File: src/rtl/tisd_pkg.sv
`timescale 1ns / 1ps
// ----------------------------------------------------------------------------
// tisd_pkg
// Shared types, constants and helper functions for the terminal input
// sequence decoder.
// ----------------------------------------------------------------------------
package tisd_pkg;

  localparam logic [7:0] MAX_CHUNK = 8'd31;
  localparam int         NUM_KEYS  = 22;

  localparam logic [7:0] ESC_BYTE   = 8'h1B;
  localparam logic [7:0] CHAR_LBRKT = 8'h5B;
  localparam logic [7:0] CHAR_LT    = 8'h3C;
  localparam logic [7:0] CHAR_SEMI  = 8'h3B;
  localparam logic [7:0] CHAR_0     = 8'h30;
  localparam logic [7:0] CHAR_9     = 8'h39;
  localparam logic [7:0] CHAR_UP_M  = 8'h4D;
  localparam logic [7:0] CHAR_LO_M  = 8'h6D;

  localparam logic [9:0] BTN_WHEEL_UP   = 10'd64;
  localparam logic [9:0] BTN_WHEEL_DOWN = 10'd65;
  localparam logic [1:0] BTN_LOW_HOVER  = 2'b11;

  localparam logic [2:0] EV_ERROR   = 3'd0;
  localparam logic [2:0] EV_KEY     = 3'd1;
  localparam logic [2:0] EV_SPECIAL = 3'd2;
  localparam logic [2:0] EV_SCROLL  = 3'd3;
  localparam logic [2:0] EV_CLICK   = 3'd4;
  localparam logic [2:0] EV_HOVER   = 3'd5;
  localparam logic [2:0] EV_RELEASE = 3'd6;

  // {length[1:0], text0, text1, text2}
  localparam logic [25:0] KEY_TABLE [0:NUM_KEYS-1] = '{
    {2'd1, 8'h41, 8'h00, 8'h00}, {2'd1, 8'h42, 8'h00, 8'h00},
    {2'd1, 8'h43, 8'h00, 8'h00}, {2'd1, 8'h44, 8'h00, 8'h00},
    {2'd2, 8'h31, 8'h7E, 8'h00}, {2'd2, 8'h32, 8'h7E, 8'h00},
    {2'd2, 8'h33, 8'h7E, 8'h00}, {2'd2, 8'h34, 8'h7E, 8'h00},
    {2'd2, 8'h35, 8'h7E, 8'h00}, {2'd2, 8'h36, 8'h7E, 8'h00},
    {2'd3, 8'h31, 8'h31, 8'h7E}, {2'd3, 8'h31, 8'h32, 8'h7E},
    {2'd3, 8'h31, 8'h33, 8'h7E}, {2'd3, 8'h31, 8'h34, 8'h7E},
    {2'd3, 8'h31, 8'h35, 8'h7E}, {2'd3, 8'h31, 8'h37, 8'h7E},
    {2'd3, 8'h31, 8'h38, 8'h7E}, {2'd3, 8'h31, 8'h39, 8'h7E},
    {2'd3, 8'h32, 8'h30, 8'h7E}, {2'd3, 8'h32, 8'h31, 8'h7E},
    {2'd3, 8'h32, 8'h33, 8'h7E}, {2'd3, 8'h32, 8'h34, 8'h7E}
  };

  typedef struct packed {
    logic [7:0] byte_value;
    logic       chunk_end;
  } in_req_t;

  typedef struct packed {
    logic [2:0]         event_kind;
    logic [7:0]         key_char;
    logic [4:0]         key_code;
    logic [15:0]        mouse_column;
    logic [15:0]        mouse_row;
    logic [1:0]         mouse_button;
    logic signed [15:0] scroll_total;
  } out_req_t;

  typedef struct packed {
    logic out_full;
    logic skid_full;
  } buf_status_t;

  function automatic logic [15:0] dec_step16(input logic [15:0] acc,
                                             input logic [3:0]  dig);
    logic [19:0] v;
    v = (20'(acc) << 3) + (20'(acc) << 1) + 20'(dig);
    return (v > 20'd65535) ? 16'hFFFF : v[15:0];
  endfunction

  function automatic logic [9:0] dec_step10(input logic [9:0] acc,
                                            input logic [3:0] dig);
    logic [13:0] v;
    v = (14'(acc) << 3) + (14'(acc) << 1) + 14'(dig);
    return (v > 14'd1023) ? 10'd1023 : v[9:0];
  endfunction

  // returns {hit, index}; lowest index wins
  function automatic logic [5:0] key_match(input logic [1:0] len,
                                           input logic [7:0] c0,
                                           input logic [7:0] c1,
                                           input logic [7:0] c2);
    logic [5:0]  res;
    logic [25:0] ent;
    res = 6'd0;
    for (int i = NUM_KEYS - 1; i >= 0; i--) begin
      ent = KEY_TABLE[i];
      if (ent[25:24] == len && ent[23:16] == c0 &&
          (len < 2'd2 || ent[15:8] == c1) &&
          (len < 2'd3 || ent[7:0] == c2)) begin
        res = {1'b1, 5'(i)};
      end
    end
    return res;
  endfunction

endpackage

File: src/rtl/tisd_parser.sv
`timescale 1ns / 1ps
// ----------------------------------------------------------------------------
// tisd_parser
// Per-byte chunk parser: keeps the chunk state and the scroll count, and
// builds the decoded event on the last byte of a chunk.
// ----------------------------------------------------------------------------
module tisd_parser (
  input  logic               clk,
  input  logic               rst_n,
  input  logic               step_valid,
  input  tisd_pkg::in_req_t  step_req,
  output logic               push,
  output tisd_pkg::out_req_t push_req
);

  localparam logic [2:0] PH_PREFIX   = 3'd0;
  localparam logic [2:0] PH_BTN_FST  = 3'd1;
  localparam logic [2:0] PH_BTN_MORE = 3'd2;
  localparam logic [2:0] PH_COL_FST  = 3'd3;
  localparam logic [2:0] PH_COL_MORE = 3'd4;
  localparam logic [2:0] PH_ROW_FST  = 3'd5;
  localparam logic [2:0] PH_ROW_MORE = 3'd6;
  localparam logic [2:0] PH_FINAL    = 3'd7;

  logic [7:0]         byte_count_r, byte_count_nxt;
  logic [7:0]         lead_r [0:4];
  logic [2:0]         phase_r, phase_nxt;
  logic [9:0]         button_r, button_nxt;
  logic [15:0]        column_r, column_nxt;
  logic [15:0]        row_r, row_nxt;
  logic [7:0]         final_r, final_nxt;
  logic               mvalid_r, mvalid_nxt;
  logic signed [15:0] scroll_r, scroll_nxt;

  logic [7:0]         b;
  logic [7:0]         idx;
  logic [7:0]         lead_eff [0:4];
  logic               dig;
  logic [3:0]         dval;
  logic               csi;
  logic [5:0]         km;
  logic               mouse_ok;
  tisd_pkg::out_req_t ev;

  assign b   = step_req.byte_value;
  assign idx = byte_count_r;

  always_comb begin
    for (int i = 0; i < 5; i++) begin
      lead_eff[i] = (idx == 8'(i)) ? b : lead_r[i];
    end
  end

  assign dig  = (b >= tisd_pkg::CHAR_0) && (b <= tisd_pkg::CHAR_9);
  assign dval = dig ? b[3:0] : 4'd0;

  always_comb begin
    byte_count_nxt = (idx != 8'd255) ? idx + 8'd1 : 8'd255;
    phase_nxt  = phase_r;
    button_nxt = button_r;
    column_nxt = column_r;
    row_nxt    = row_r;
    final_nxt  = final_r;
    mvalid_nxt = mvalid_r;
    if (idx == 8'd2) begin
      if (lead_r[0] == tisd_pkg::ESC_BYTE && lead_r[1] == tisd_pkg::CHAR_LBRKT &&
          b == tisd_pkg::CHAR_LT) begin
        mvalid_nxt = 1'b1;
        phase_nxt  = PH_BTN_FST;
      end
    end else if (idx > 8'd2 && mvalid_r) begin
      case (phase_r)
        PH_BTN_FST: begin
          if (dig) begin
            button_nxt = 10'(dval);
            phase_nxt  = PH_BTN_MORE;
          end else begin
            mvalid_nxt = 1'b0;
          end
        end
        PH_BTN_MORE: begin
          if (dig) button_nxt = tisd_pkg::dec_step10(button_r, dval);
          else if (b == tisd_pkg::CHAR_SEMI) phase_nxt = PH_COL_FST;
          else mvalid_nxt = 1'b0;
        end
        PH_COL_FST: begin
          if (dig) begin
            column_nxt = 16'(dval);
            phase_nxt  = PH_COL_MORE;
          end else begin
            mvalid_nxt = 1'b0;
          end
        end
        PH_COL_MORE: begin
          if (dig) column_nxt = tisd_pkg::dec_step16(column_r, dval);
          else if (b == tisd_pkg::CHAR_SEMI) phase_nxt = PH_ROW_FST;
          else mvalid_nxt = 1'b0;
        end
        PH_ROW_FST: begin
          if (dig) begin
            row_nxt   = 16'(dval);
            phase_nxt = PH_ROW_MORE;
          end else begin
            mvalid_nxt = 1'b0;
          end
        end
        PH_ROW_MORE: begin
          if (dig) begin
            row_nxt = tisd_pkg::dec_step16(row_r, dval);
          end else begin
            final_nxt = b;
            phase_nxt = PH_FINAL;
          end
        end
        default: begin
        end
      endcase
    end
  end

  // end-of-chunk classification on the updated state
  assign csi = (byte_count_nxt >= 8'd2) && (lead_eff[0] == tisd_pkg::ESC_BYTE) &&
               (lead_eff[1] == tisd_pkg::CHAR_LBRKT);
  assign km  = tisd_pkg::key_match(byte_count_nxt[1:0] - 2'd2,
                                   lead_eff[2], lead_eff[3], lead_eff[4]);
  assign mouse_ok = mvalid_nxt && (phase_nxt == PH_FINAL);

  always_comb begin
    ev = '0;
    ev.event_kind = tisd_pkg::EV_ERROR;
    scroll_nxt = scroll_r;
    if (byte_count_nxt > tisd_pkg::MAX_CHUNK) begin
      ev.event_kind = tisd_pkg::EV_ERROR;
    end else if (csi && byte_count_nxt >= 8'd3 && lead_eff[2] == tisd_pkg::CHAR_LT) begin
      if (mouse_ok) begin
        if (button_nxt == tisd_pkg::BTN_WHEEL_UP) begin
          ev.event_kind = tisd_pkg::EV_SCROLL;
          if (scroll_r != 16'sh7FFF) scroll_nxt = scroll_r + 16'sd1;
        end else if (button_nxt == tisd_pkg::BTN_WHEEL_DOWN) begin
          ev.event_kind = tisd_pkg::EV_SCROLL;
          if (scroll_r != -16'sh8000) scroll_nxt = scroll_r - 16'sd1;
        end else if (final_nxt == tisd_pkg::CHAR_UP_M) begin
          ev.event_kind = (button_nxt[1:0] == tisd_pkg::BTN_LOW_HOVER) ?
                          tisd_pkg::EV_HOVER : tisd_pkg::EV_CLICK;
        end else if (final_nxt == tisd_pkg::CHAR_LO_M) begin
          ev.event_kind = tisd_pkg::EV_RELEASE;
        end
        if (ev.event_kind != tisd_pkg::EV_ERROR) begin
          ev.mouse_column = column_nxt;
          ev.mouse_row    = row_nxt;
          ev.mouse_button = button_nxt[1:0];
        end
      end
    end else if (csi && byte_count_nxt >= 8'd3 && byte_count_nxt <= 8'd5 && km[5]) begin
      ev.event_kind = tisd_pkg::EV_SPECIAL;
      ev.key_code   = km[4:0];
    end else if (byte_count_nxt == 8'd1) begin
      ev.event_kind = tisd_pkg::EV_KEY;
      ev.key_char   = lead_eff[0];
    end
    ev.scroll_total = scroll_nxt;
  end

  assign push     = step_valid && step_req.chunk_end;
  assign push_req = ev;

  always_ff @(posedge clk) begin
    if (step_valid && idx < 8'd5) begin
      lead_r[idx[2:0]] <= b;
    end
  end

  always_ff @(posedge clk) begin
    if (!rst_n) begin
      byte_count_r <= '0;
      phase_r      <= PH_PREFIX;
      button_r     <= '0;
      column_r     <= '0;
      row_r        <= '0;
      final_r      <= '0;
      mvalid_r     <= 1'b0;
      scroll_r     <= '0;
    end else if (step_valid) begin
      if (step_req.chunk_end) begin
        byte_count_r <= '0;
        phase_r      <= PH_PREFIX;
        button_r     <= '0;
        column_r     <= '0;
        row_r        <= '0;
        final_r      <= '0;
        mvalid_r     <= 1'b0;
        scroll_r     <= scroll_nxt;
      end else begin
        byte_count_r <= byte_count_nxt;
        phase_r      <= phase_nxt;
        button_r     <= button_nxt;
        column_r     <= column_nxt;
        row_r        <= row_nxt;
        final_r      <= final_nxt;
        mvalid_r     <= mvalid_nxt;
      end
    end
  end

endmodule

File: src/rtl/tisd_out_buf.sv
`timescale 1ns / 1ps
// ----------------------------------------------------------------------------
// tisd_out_buf
// Result register with one skid entry behind it.
// ----------------------------------------------------------------------------
module tisd_out_buf (
  input  logic                  clk,
  input  logic                  rst_n,
  input  logic                  push,
  input  tisd_pkg::out_req_t    push_req,
  input  logic                  out_stall,
  output logic                  out_valid,
  output tisd_pkg::out_req_t    out_req,
  output tisd_pkg::buf_status_t status
);

  logic               out_valid_r;
  tisd_pkg::out_req_t out_req_r;
  logic               skid_valid_r;
  tisd_pkg::out_req_t skid_req_r;
  logic               pop;

  assign pop = out_valid_r && !out_stall;

  always_ff @(posedge clk) begin
    if (!rst_n) begin
      out_valid_r  <= 1'b0;
      skid_valid_r <= 1'b0;
    end else if (!out_valid_r || pop) begin
      if (skid_valid_r) begin
        out_valid_r  <= 1'b1;
        skid_valid_r <= push;
      end else begin
        out_valid_r  <= push;
      end
    end else if (push) begin
      skid_valid_r <= 1'b1;
    end
  end

  always_ff @(posedge clk) begin
    if (!out_valid_r || pop) begin
      if (skid_valid_r) begin
        out_req_r  <= skid_req_r;
        skid_req_r <= push_req;
      end else if (push) begin
        out_req_r  <= push_req;
      end
    end else if (push) begin
      skid_req_r <= push_req;
    end
  end

  assign out_valid        = out_valid_r;
  assign out_req          = out_req_r;
  assign status.out_full  = out_valid_r;
  assign status.skid_full = skid_valid_r;

  a_skid_behind_out : assert property (@(posedge clk) disable iff (!rst_n)
    skid_valid_r |-> out_valid_r)
    else $error("skid entry without result register");

  a_no_overflow : assert property (@(posedge clk) disable iff (!rst_n)
    (push && out_valid_r && !pop) |-> !skid_valid_r)
    else $error("request pushed into full buffer");

  a_drain_empty : assert property (@(posedge clk) disable iff (!rst_n)
    (pop && !skid_valid_r && !push) |=> !out_valid_r)
    else $error("result register not emptied after pop");

endmodule

File: src/rtl/terminal_input_sequence_decoder_unit.sv
`timescale 1ns / 1ps
// ----------------------------------------------------------------------------
// terminal_input_sequence_decoder_unit
// Decodes terminal read chunks (keys, special keys, SGR mouse reports).
// ----------------------------------------------------------------------------
// Usage:
//   in_valid/in_req carry one byte of a read chunk per request, with
//   chunk_end set on the last byte. Exactly one event request leaves on
//   out_valid/out_req for each chunk_end byte; other bytes give none.
//   A byte is captured in the input register, parsed in the next cycle and
//   its event loaded into the result register, or into the skid entry when
//   the result register stays full. One byte per cycle is taken while in_stall is low.
//   The result register has a one-entry skid behind it; in_stall rises when
//   the result register is full and either out_stall is high with a second
//   request or a byte in flight, or the skid is full with a byte in flight,
//   so with out_stall held high the block stops after at most two pending
//   events. A stalled result holds.
//   Synchronous reset clears the chunk state, the scroll count and both
//   handshake stages; no clearing pass is needed.
// ----------------------------------------------------------------------------
module terminal_input_sequence_decoder_unit (
  input  logic               clk,
  input  logic               rst_n,
  input  logic               in_valid,
  output logic               in_stall,
  input  tisd_pkg::in_req_t  in_req,
  output logic               out_valid,
  input  logic               out_stall,
  output tisd_pkg::out_req_t out_req
);

  logic                  s1_valid_r;
  tisd_pkg::in_req_t     s1_req_r;
  logic                  push;
  tisd_pkg::out_req_t    push_req;
  tisd_pkg::buf_status_t buf_status;

  // stall when out is full and either out_stall is high with skid or in-flight byte occupied, or both of those are
  assign in_stall = buf_status.out_full &&
                    ((out_stall && (buf_status.skid_full || s1_valid_r)) ||
                     (buf_status.skid_full && s1_valid_r));

  always_ff @(posedge clk) begin
    if (!rst_n) begin
      s1_valid_r <= 1'b0;
    end else begin
      s1_valid_r <= in_valid && !in_stall;
    end
  end

  always_ff @(posedge clk) begin
    if (in_valid && !in_stall) begin
      s1_req_r <= in_req;
    end
  end

  tisd_parser u_parser (
    .clk        (clk),
    .rst_n      (rst_n),
    .step_valid (s1_valid_r),
    .step_req   (s1_req_r),
    .push       (push),
    .push_req   (push_req)
  );

  tisd_out_buf u_out_buf (
    .clk       (clk),
    .rst_n     (rst_n),
    .push      (push),
    .push_req  (push_req),
    .out_stall (out_stall),
    .out_valid (out_valid),
    .out_req   (out_req),
    .status    (buf_status)
  );

endmodule
File: config.mk
export PLATFORM = sky130hd
export DESIGN_NAME = terminal_input_sequence_decoder_unit
export DESIGN_NICKNAME = d
export VERILOG_FILES = /design/src/rtl/tisd_pkg.sv /design/src/rtl/tisd_parser.sv /design/src/rtl/tisd_out_buf.sv /design/src/rtl/terminal_input_sequence_decoder_unit.sv
export SDC_FILE = /design/constraint.sdc
export NUM_CORES = 1
export LEC_CHECK = 0
export BUFFER_PORTS_ARGS = -buffer_cell sky130_fd_sc_hd__buf_2
export CORE_MARGIN = 2
export CORE_UTILIZATION = 55
export CTS_CLUSTER_SIZE = 30
export DETAILED_ROUTE_END_ITERATION = 8
export PLACE_DENSITY = 0.73
export RECOVER_POWER = 50
export SYNTH_ARGS = -nofsm -noshare
export SYNTH_HDL_FRONTEND = slang
export SYNTH_SLANG_ARGS = --single-unit
File: constraint.sdc
create_clock -name clk -period 9.4 [get_ports clk]
set_clock_uncertainty 0.2 [all_clocks]
set_input_delay 1.88 -clock clk [delete_from_list [all_inputs] [get_ports clk]]
set_output_delay 1.88 -clock clk [all_outputs]
set_load 0.01 [all_outputs]
==> results of run 1 <==
[worst max-delay path, cell delays in order, from the launching register on]
cell and delay, ps:
sky130_fd_sc_hd__edfxtp_1 370, sky130_fd_sc_hd__clkbuf_1 500, sky130_fd_sc_hd__o2111ai_1 600, sky130_fd_sc_hd__and2_1 590, sky130_fd_sc_hd__nand2_1 340, sky130_fd_sc_hd__xnor2_1 240, sky130_fd_sc_hd__ha_1 180, sky130_fd_sc_hd__a31o_2 220
sky130_fd_sc_hd__ha_1 330, sky130_fd_sc_hd__o21ai_0 170, sky130_fd_sc_hd__nor2_1 90, sky130_fd_sc_hd__o31ai_1 440, sky130_fd_sc_hd__mux2i_1 490, sky130_fd_sc_hd__nand2_1 240, sky130_fd_sc_hd__o21ai_0 510, sky130_fd_sc_hd__nand2_1 190
sky130_fd_sc_hd__nand2_1 110, sky130_fd_sc_hd__nand3_1 690, sky130_fd_sc_hd__o21ai_0 440
[path summary, 6_finish.rpt]
path / slack [ps] / startpoint / to / cells past startpoint
worst max-delay path: 2190 / s1_req_r[2] / u_out_buf.out_req[49] / 18
worst min-delay path: 310 / u_parser.final_r[5] / u_parser.final_r[5] / 2
worst max register to register: 2190 / s1_req_r[2] / u_out_buf.out_req[49] / 18
worst min register to register: 310 / u_parser.final_r[5] / u_parser.final_r[5] / 2
[area by class of cell]
cell class | instances | share of cell area
Timing Repair Buffer | 97 | 0.0246
Inverter | 34 | 0.00755
Sequential cell | 262 | 0.418
Multi-Input combinational cell | 1207 | 0.466
Clock inverter | 12 | 0.0125
Tap cell | 378 | 0.0280
Clock buffer | 38 | 0.0442
[routing by layer]
| layer | routed length [um] | vias up | part of all wire | global-route usage |
|---|---|---|---|---|
| met3 | 2740 | 73 | 0.072 | 0.0292 |
| met4 | 879 | 0 | 0.023 | 0.0818 |
| met5 | 0 | - | 0 | 0 |
| met2 | 17500 | 482 | 0.46 | 0.425 |
| li1 | - | 5999 | - | - |
| met1 | 16800 | 6057 | 0.44 | 0.356 |
[where the power goes]
| part | leakage, nW | internal [W] | total, W | switching [W] |
|---|---|---|---|---|
| registers | 2.46 | 0.00124 | 0.00125 | 0.00000909 |
| logic | 3.40 | 0.0000202 | 0.0000830 | 0.0000627 |
| clock network | 0.468 | 0.000717 | 0.00115 | 0.000438 |
| total | 6.33 | 0.00198 | 0.00249 | 0.000509 |
[cells in the mapped netlist (all sizes together), types with 8 or more instances]
| cell | instances |
|---|---|
| a211oi | 20 |
| clkbuf | 63 |
| and3 | 18 |
| and2 | 27 |
| or4 | 12 |
| a31oi | 14 |
| mux2i | 31 |
| o21a | 31 |
| o211ai | 10 |
| nor3b | 8 |
| a32oi | 8 |
| xnor2 | 33 |
| or3 | 18 |
| inv | 34 |
| nand3 | 43 |
| nor2b | 15 |
| dfxtp | 81 |
| xor2 | 13 |
| nor2 | 179 |
| a221oi | 8 |
| a21o | 12 |
| nand4b | 8 |
| nand4 | 12 |
| a22oi | 23 |
| buf | 16 |
| nand2b | 29 |
| edfxtp | 181 |
| nand2 | 133 |
| nor4 | 19 |
| mux2 | 22 |
| a21oi | 107 |
| o21ai | 112 |
| ha | 91 |
| o31ai | 20 |
| nor3 | 31 |
[cell families (layout without fill, tap and decap cells)]
kind of cell / count (synthesis) / count (layout)
buffers and inverters: 113 / 181
AND/OR/NAND/NOR: 586 / 586
multiplexers: 53 / 53
AO/OA/AOI/OAI: 427 / 427
XOR/XNOR: 46 / 46
adder cells (fa/ha/maj): 95 / 95
flip-flops: 262 / 262
[flip-flops by register name, summed over array words and instances (netlist names), 3 cells and up]
| name | flops |
|---|---|
| s1_req_r | 9 |
| u_parser.final_r | 8 |
| u_parser.lead_r | 40 |
| u_parser.scroll_r | 16 |
| u_parser.column_r | 16 |
| u_parser.phase_r | 3 |
| u_out_buf.out_req | 66 |
| u_out_buf.skid_req_r | 66 |
| u_parser.byte_count_r | 8 |
| u_parser.row_r | 16 |
| u_parser.button_r | 10 |
[per-stage QoR]
| step | worst slack [ps] | cells |
|---|---|---|
| 6_report | 2190 | 2028 |
| 5_1_grt | 1570 | 2028 |
| 4_1_cts | 2860 | 2028 |
| 3_5_place_dp | 2940 | 1978 |
| 3_3_place_gp | 3190 | 1978 |
| 2_1_floorplan | 2000 | 1582 |
[placed cells by master (no fill, tap or decap), drive strengths merged, types with 21 or more instances in the layout]
master,count
mux2,22
a21oi,107
nor2,179
edfxtp,181
o21ai,112
nand2,133
mux2i,31
nand3,43
inv,35
ha,91
xnor2,33
buf,21
nand2b,29
clkbuf,114
dfxtp,81
a22oi,23
nor3,31
o21a,31
and2,27
==> results.yml, run 1 <==
clocking:
  tritoncts: "done"
  clock_transition_at_the_registers_of_the_reported_paths_ps: 70
  htreeDepth: 1
  postCtsResizedCells: 0
  cts.root.buffer_cell: "sky130_fd_sc_hd__clkbuf_16"
  holdBufCountCts: 0
  cts_buffer_depth: 3
  tritoncts_buffers: 27
  clk_latency_ps: 560
  cts.repair_timing.setup_buffer_count: 0
  cts_num_sinks: 262
synth:
  synth_top_cell_by_area: "sky130_fd_sc_hd__edfxtp_1"
  synth_top_family_by_area: "simple AND/OR/NAND/NOR gates"
  yosys-top-cells-area: "sky130_fd_sc_hd__edfxtp_1 (35%), sky130_fd_sc_hd__dfxtp_1 (11%), sky130_fd_sc_hd__ha_1 (7.4%), sky130_fd_sc_hd__nor2_1 (4.3%), sky130_fd_sc_hd__o21ai_0 (3.5%)"
  synth_enable_flop_cells: 181
  share_of_synthesized_area_spent_on_multiplexers: 0.0362
  synth_ff_type: "sky130_fd_sc_hd__edfxtp_1"
  syn_avg_cell_area_um2: 9.74
  ys_seq_area_frac: 0.458
  mappedNetlistNets: 1689
  synth-async-reset-ratio: 0
  ys_types: 86
  syn_inst: 1582
  synth_warnings: 0
  synth-xor-area-share: 0.0261
  ys_ff_latch: 262
  synthSimpleGateAreaFrac: 0.192
  synth_largest_type_area_fraction: 0.353
  synth_adder_area_share: 0.0784
  synthesized_area_fraction_occupied_by_ao_oa_aoi_and_oai_cells: 0.179
  post_synth_instance_area_um2: 15400
placed_design:
  gp_routability_congestion: 0.921
  dp_hpwl_mm: 26.4
  port-buffer-count: 80
  dpl_cell_area_um2: 16100
sta:
  setup_violations: 0
  timing.final.max_slew_violations: 150
  fmax_mhz: 139
  tightestPinTransition_ps: 3670
  maxSlewHeadroom: -1.44
  grt_setup_unrepaired: "false"
  timing.final.crit_share: 0.767
  layout_min_cycle_time_ps: 7210
  final_hold_viol_count: 0
  timing.setup.tns_ps: 0
  timing.hold.ws_ps: 307
drt:
  first_iter_violations: 1223
  postRouteWirelength_mm: 38.0
  drt.antenna.violating_nets: 0
  wl_per_cell_um: 18.7
  detailedRoute.firstPassIterationCount: 7
  via_per_inst: 6.22
  vias: 12600
  remaining_drc_errors: 0
finish:
  ff_latch_area_um2: 7060
  final_design_area_no_fill_um2: 16900
  fill_cells: 2334
  num-nets-final: 1736
  layout-drive-gt1-share: 0.0679
  multi_input_area_um2: 7870
  core_util_final: 0.610
  antenna_cells_inserted: 0
  area_growth_syn_to_layout_pct: 9.68
critical_path:
  cp-end-kind: "register"
  critical_path_rt_ps: 9530
  critical_path_class: "register to register"
  worstPathArrival_ps: 7340
  critical_path_peak_fanout: 24
  setup.worst_path.start_class: "register"
global_route:
  grt.total_usage: 0.258
  overflow: 0
  grt_max_degree: 70
  first_pass_grt_wire_length_mm: 61.1
  first_global_vias: 12100
  grt_antenna_before_repair: 0
hold_path:
  min_path_type: "register to register"
power_and_ir_drop:
  power.leakage_nw: 6.33
  total_power_w: 0.00249
  max-vdd-ir-drop_uv: 117
  power.density_cell_area_nw_per_um2: 147
outcome:
  outcome: "finished with violations"
  violated_checks: "capacitance limit, slew limit"
floorplanning:
  placement_rows: 61
  design.portCount: 81
  die_x_um: 171
  die_y_um: 171
  fp.dieArea_um2: 29400
  core_um2: 27700
  initial_utilization: 0.556
flow_run:
  max_cap_violations: 4
No activity file was read; power rests on OpenSTA's default activity.
==> run 2: changes to the inputs <==
clock period = 7.32 ns   (was 9.4 ns; I/O delays follow)
==> results.yml, run 2 (synthesis gave the netlist of run 1 again) <==
floorplanning:
  design.portCount: 81
  core_um2: 27700
  placement_rows: 61
  initial_utilization: 0.556
  die_x_um: 171
  fp.dieArea_um2: 29400
  die_y_um: 171
clocking:
  cts_buffer_depth: 3
  clock_transition_at_the_registers_of_the_reported_paths_ps: 60
  tritoncts_buffers: 28
  clk_latency_ps: 540
  cts.repair_timing.setup_buffer_count: 0
  holdBufCountCts: 0
  cts_num_sinks: 262
  postCtsResizedCells: 0
  cts.root.buffer_cell: "sky130_fd_sc_hd__clkbuf_16"
  tritoncts: "done"
  htreeDepth: 1
power_and_ir_drop:
  max-vdd-ir-drop_uv: 232
  power.leakage_nw: 6.36
  total_power_w: 0.00322
  power.density_cell_area_nw_per_um2: 190
placed_design:
  port-buffer-count: 80
  gp_routability_congestion: 0.932
  dp_hpwl_mm: 26.5
drt:
  drt.antenna.violating_nets: 0
  first_iter_violations: 1207
  detailroute.wirelength.met3_mm: 2.57
  remaining_drc_errors: 0
  highest_metal_used: "met4"
  detailedRoute.firstPassIterationCount: 6
  via_per_inst: 6.20
  wl_per_cell_um: 18.5
  vias: 12600
  wl_met2_mm: 17.5
  postRouteWirelength_mm: 37.6
  wirelength_met1_mm: 16.7
finish:
  layout-drive-gt1-share: 0.0720
  fill_cells: 2301
  area_growth_syn_to_layout_pct: 9.89
  layout_commonest_cell: "sky130_fd_sc_hd__edfxtp_1"
  final_cell_mix: "sky130_fd_sc_hd__edfxtp_1 (181), sky130_fd_sc_hd__nor2_1 (178), sky130_fd_sc_hd__nand2_1 (133), sky130_fd_sc_hd__o21ai_0 (108), sky130_fd_sc_hd__a21oi_1 (105)"
  num-nets-final: 1737
  ff_latch_area_um2: 7060
  antenna_cells_inserted: 0
  multi_input_area_um2: 7860
sta:
  setup_violations: 0
  timing.final.max_slew_violations: 182
  tightestPinTransition_ps: 4250
  fmax_mhz: 161
  timing.final.crit_share: 0.850
  timing.hold.ws_ps: 311
  layout_min_cycle_time_ps: 6220
  grt_setup_unrepaired: "false"
  final_hold_viol_count: 0
  timing.setup.tns_ps: 0
  maxSlewHeadroom: -1.86
critical_path:
  cp_slowest_stage_delay_ps: 2380
  worstPathArrival_ps: 6200
  critical_path_class: "register to register"
  critical_path.cell_chain: "clkbuf_1, nor2_1, a21oi_1, buf_4"
  critical_path_peak_fanout: 39
  critical_path_rt_ps: 7300
  cp-end-kind: "register"
  setup.worst_path.start_class: "register"
  worst_path_max_delay_cell: "sky130_fd_sc_hd__a21oi_1"
global_route:
  first_global_vias: 12000
  grt_max_degree: 57
  grt_antenna_before_repair: 0
  grt.total_usage: 0.255
  overflow: 0
  first_pass_grt_wire_length_mm: 60.6
outcome:
  outcome: "finished with violations"
  violated_checks: "capacitance limit, slew limit"
flow_run:
  max_cap_violations: 5
hold_path:
  min_path_type: "register to register"
run 2: cell count changes in the layout (fill, tap and decap cells not counted), moves of 2 or more:
cell	before	now
sky130_fd_sc_hd__clkinvlp_4	0	2
sky130_fd_sc_hd__clkbuf_1	84	78
sky130_fd_sc_hd__clkbuf_16	27	29
sky130_fd_sc_hd__buf_4	10	13
run 2: final timing paths:
path | to | cells past startpoint | slack, ps | from
worst max-delay path | u_out_buf.out_req[39] | 4 | 1100 | u_out_buf.skid_valid_r
worst min-delay path | u_parser.button_r[5] | 2 | 310 | u_parser.button_r[5]
worst max register to register | u_out_buf.out_req[39] | 4 | 1100 | u_out_buf.skid_valid_r
worst min register to register | u_parser.button_r[5] | 2 | 310 | u_parser.button_r[5]
run 2: power by group:
| part | internal [W] | switching [W] | leakage (nW) |
|---|---|---|---|
| Combinational | 0.0000268 | 0.0000779 | 3.42 |
| Clock | 0.000924 | 0.000584 | 0.480 |
| Sequential | 0.00159 | 0.0000135 | 2.46 |
| Total | 0.00255 | 0.000675 | 6.36 |
run 2: final cells by class:
type,count,share of cell area
clock inverters,15,0.0127
well taps,378,0.0279
flip-flops and latches,262,0.417
inverters,34,0.00754
repair buffers,97,0.0253
multi-input cells,1207,0.464
clock buffers,37,0.0458
run 2: stage by stage:
stage          cells  worst slack [ps]  instance area [um2]   util
5_1_grt         2030               427                16900  0.611
2_1_floorplan   1582               331                15400      -
3_3_place_gp    1978              1540                16100  0.581
6_report        2030              1100                16900  0.611
3_5_place_dp    1978              1250                16100  0.581
4_1_cts         2030              1200                17100  0.617
run 2: critical path: cells and delay by family (launching register included):
kind	cells	cell delay (ps)
buf+inv	2	1870
simple gates	1	200
flops	1	1180
compound gates	1	2380
run 2: metal layers:
metal  vias to the layer above  GRT usage
li1                       6019          -
met1                      6040      0.347
met2                       459      0.421
met3                        61     0.0389
met4                         0     0.0774
met5                         -          0
==> run 3: changes to the inputs <==
ABC_AREA = 1   (was not set)
PLACE_DENSITY = 0.75   (was 0.73)
clock period = 5.2 ns   (was 7.32 ns; I/O delays follow)
==> results.yml, run 3 <==
outcome:
  outcome: "complete, no violations"
sta:
  layout_min_cycle_time_ps: 4870
  timing.final.crit_share: 0.936
  grt_setup_unrepaired: "true"
  final_hold_viol_count: 0
  setup_violations: 0
  timing.final.max_slew_violations: 0
  maxSlewHeadroom: 0.284
  tightestPinTransition_ps: 1070
  timing.setup.tns_ps: 0
  fmax_mhz: 205
critical_path:
  cp-end-kind: "register"
  setup.worst_path.start_class: "register"
  worst-r2r-setup-slack_ps: 330
  worst_path_max_delay_cell: "sky130_fd_sc_hd__edfxtp_1"
  worstPathArrival_ps: 4970
  critical_path_class: "register to register"
  cp_slowest_stage_delay_ps: 370
  cp_common_cell: "sky130_fd_sc_hd__nand2_1"
  critical_path_rt_ps: 5300
  critical_path_peak_fanout: 7
drt:
  detailedRoute.firstPassIterationCount: 6
  drt.antenna.violating_nets: 0
  remaining_drc_errors: 0
  wl_per_cell_um: 16.9
  via_per_inst: 5.68
  postRouteWirelength_mm: 45.2
  vias: 15200
  first_iter_violations: 1349
global_route:
  grt.total_usage: 0.285
  first_pass_grt_wire_length_mm: 72.2
  grt_max_degree: 65
  grt_antenna_before_repair: 0
  overflow: 0
  first_global_vias: 14100
finish:
  finish.cell_count_without_fillers: 2671
  antenna_cells_inserted: 0
  layout_commonest_cell: "sky130_fd_sc_hd__nand2_1"
  final_cell_mix: "sky130_fd_sc_hd__nand2_1 (539), sky130_fd_sc_hd__inv_1 (253), sky130_fd_sc_hd__nor2_1 (234), sky130_fd_sc_hd__edfxtp_1 (181), sky130_fd_sc_hd__a21oi_1 (179)"
  area_growth_syn_to_layout_pct: 11.6
  layout-drive-gt1-share: 0.114
  final_design_area_no_fill_um2: 18600
  num-nets-final: 2366
synth:
  ys_seq_area_frac: 0.424
  ys_types: 63
  yosys-top-cells-area: "sky130_fd_sc_hd__edfxtp_1 (33%), sky130_fd_sc_hd__nand2_1 (12%), sky130_fd_sc_hd__dfxtp_1 (9.7%), sky130_fd_sc_hd__ha_1 (6.8%), sky130_fd_sc_hd__inv_1 (5.8%)"
  synth_enable_flop_cells: 181
  synth-async-reset-ratio: 0
  syn_avg_cell_area_um2: 7.68
  syn_inst: 2169
  synth_ff_type: "sky130_fd_sc_hd__edfxtp_1"
  ys_ff_latch: 262
  synth_largest_type_area_fraction: 0.326
  synth.cells.most_frequent: "sky130_fd_sc_hd__nand2_1 (546), sky130_fd_sc_hd__inv_1 (259), sky130_fd_sc_hd__nor2_1 (238)"
  mappedNetlistNets: 2276
  synth_warnings: 0
  synth_most_common_cell: "sky130_fd_sc_hd__nand2_1"
  synth_top_cell_by_area: "sky130_fd_sc_hd__edfxtp_1"
  post_synth_instance_area_um2: 16700
clocking:
  cts.root.buffer_cell: "sky130_fd_sc_hd__clkbuf_16"
  clk_latency_ps: 560
  tritoncts_buffers: 29
  htreeDepth: 1
  clock_transition_at_the_registers_of_the_reported_paths_ps: 60
  cts_num_sinks: 262
  cts_buffer_depth: 3
  holdBufCountCts: 0
  tritoncts: "done"
power_and_ir_drop:
  power.leakage_nw: 8.27
  max-vdd-ir-drop_uv: 226
  power.density_cell_area_nw_per_um2: 246
  total_power_w: 0.00458
floorplanning:
  design.portCount: 81
  die_x_um: 178
  fp.dieArea_um2: 31700
  placement_rows: 63
  die_y_um: 178
  core_um2: 29700
  initial_utilization: 0.561
flow_run:
  max_cap_violations: 0
placed_design:
  placed_cells_incl_taps: 2612
  port-buffer-count: 80
  gp_routability_congestion: 0.968
  dpl_cell_area_um2: 17500
  dp_hpwl_mm: 33.3
hold_path:
  min_path_type: "register to register"
[run 3: changes by cell type after synthesis, sizes merged, moves of 23 or more]
| cell | change |
|---|---|
| nand2 | +421 |
| inv | +240 |
| nor2 | +75 |
| a21oi | +73 |
| nand3 | +64 |
| mux2i | -31 |
| nand2b | -29 |
| nor3 | +28 |
| o21a | -28 |
| and2 | -23 |
[run 3: final timing paths]
path                            start              endpoint  cells after the start
hold / removal    u_parser.final_r[2]   u_parser.final_r[2]                      2
setup / recovery          s1_req_r[2]  u_out_buf.out_req[7]                     32
setup reg to reg          s1_req_r[2]  u_out_buf.out_req[7]                     32
hold reg to reg   u_parser.final_r[2]   u_parser.final_r[2]                      2
[run 3: what timing repair did]
action                                  CTS  global route
setup buffers                             0             6
resized for setup                         0            32
endpoints found under the setup margin    0           119
endpoints found under the hold margin     0             0
[run 3: final cells by class]
class,instances,area (um2)
fill,2636,11100
multi-input combinational,1572,8390
sequential,262,7060
inverter,276,1040
clock buffer,34,754
timing repair buffer,118,667
tap,390,488
clock inverter,19,190
[run 3: logic make-up after synthesis]
family	share of synthesized area
DFF	0.424
and+or+nand+nor	0.279
xor gates and xnor gates	0.0179
buffers and inverters	0.0804
adders and majority gates	0.0719
AOI/OAI and AO/OA	0.128
[run 3: metal layers]
layer	share of wire	global-route usage
met5	0	0
met4	0.017	0.0659
met3	0.071	0.0350
met2	0.45	0.453
met1	0.46	0.415
[run 3: critical path: cells and delay by family, from the launching register on]
kind / cells / cell delay (ps)
buf+inv: 4 / 320
fa+ha+maj: 2 / 530
compound gates: 3 / 730
xor+xnor: 1 / 140
flops: 1 / 370
simple gates: 22 / 2300
[run 3: per-stage QoR]
stage	utilization	hold slack [ps]	setup WS, ps
6_report	0.626	263	331
5_1_grt	0.626	279	-58.1
4_1_cts	0.621	265	72.8
3_5_place_dp	0.589	256	112
3_3_place_gp	0.589	250	293
2_1_floorplan	-	242	100
[run 3: power by group]
group	internal [W]	switching [W]	leakage [nW]	total (W)
Clock	0.00119	0.000864	0.463	0.00205
Sequential	0.00225	0.0000222	2.27	0.00228
Combinational	0.0000663	0.000182	5.54	0.000248
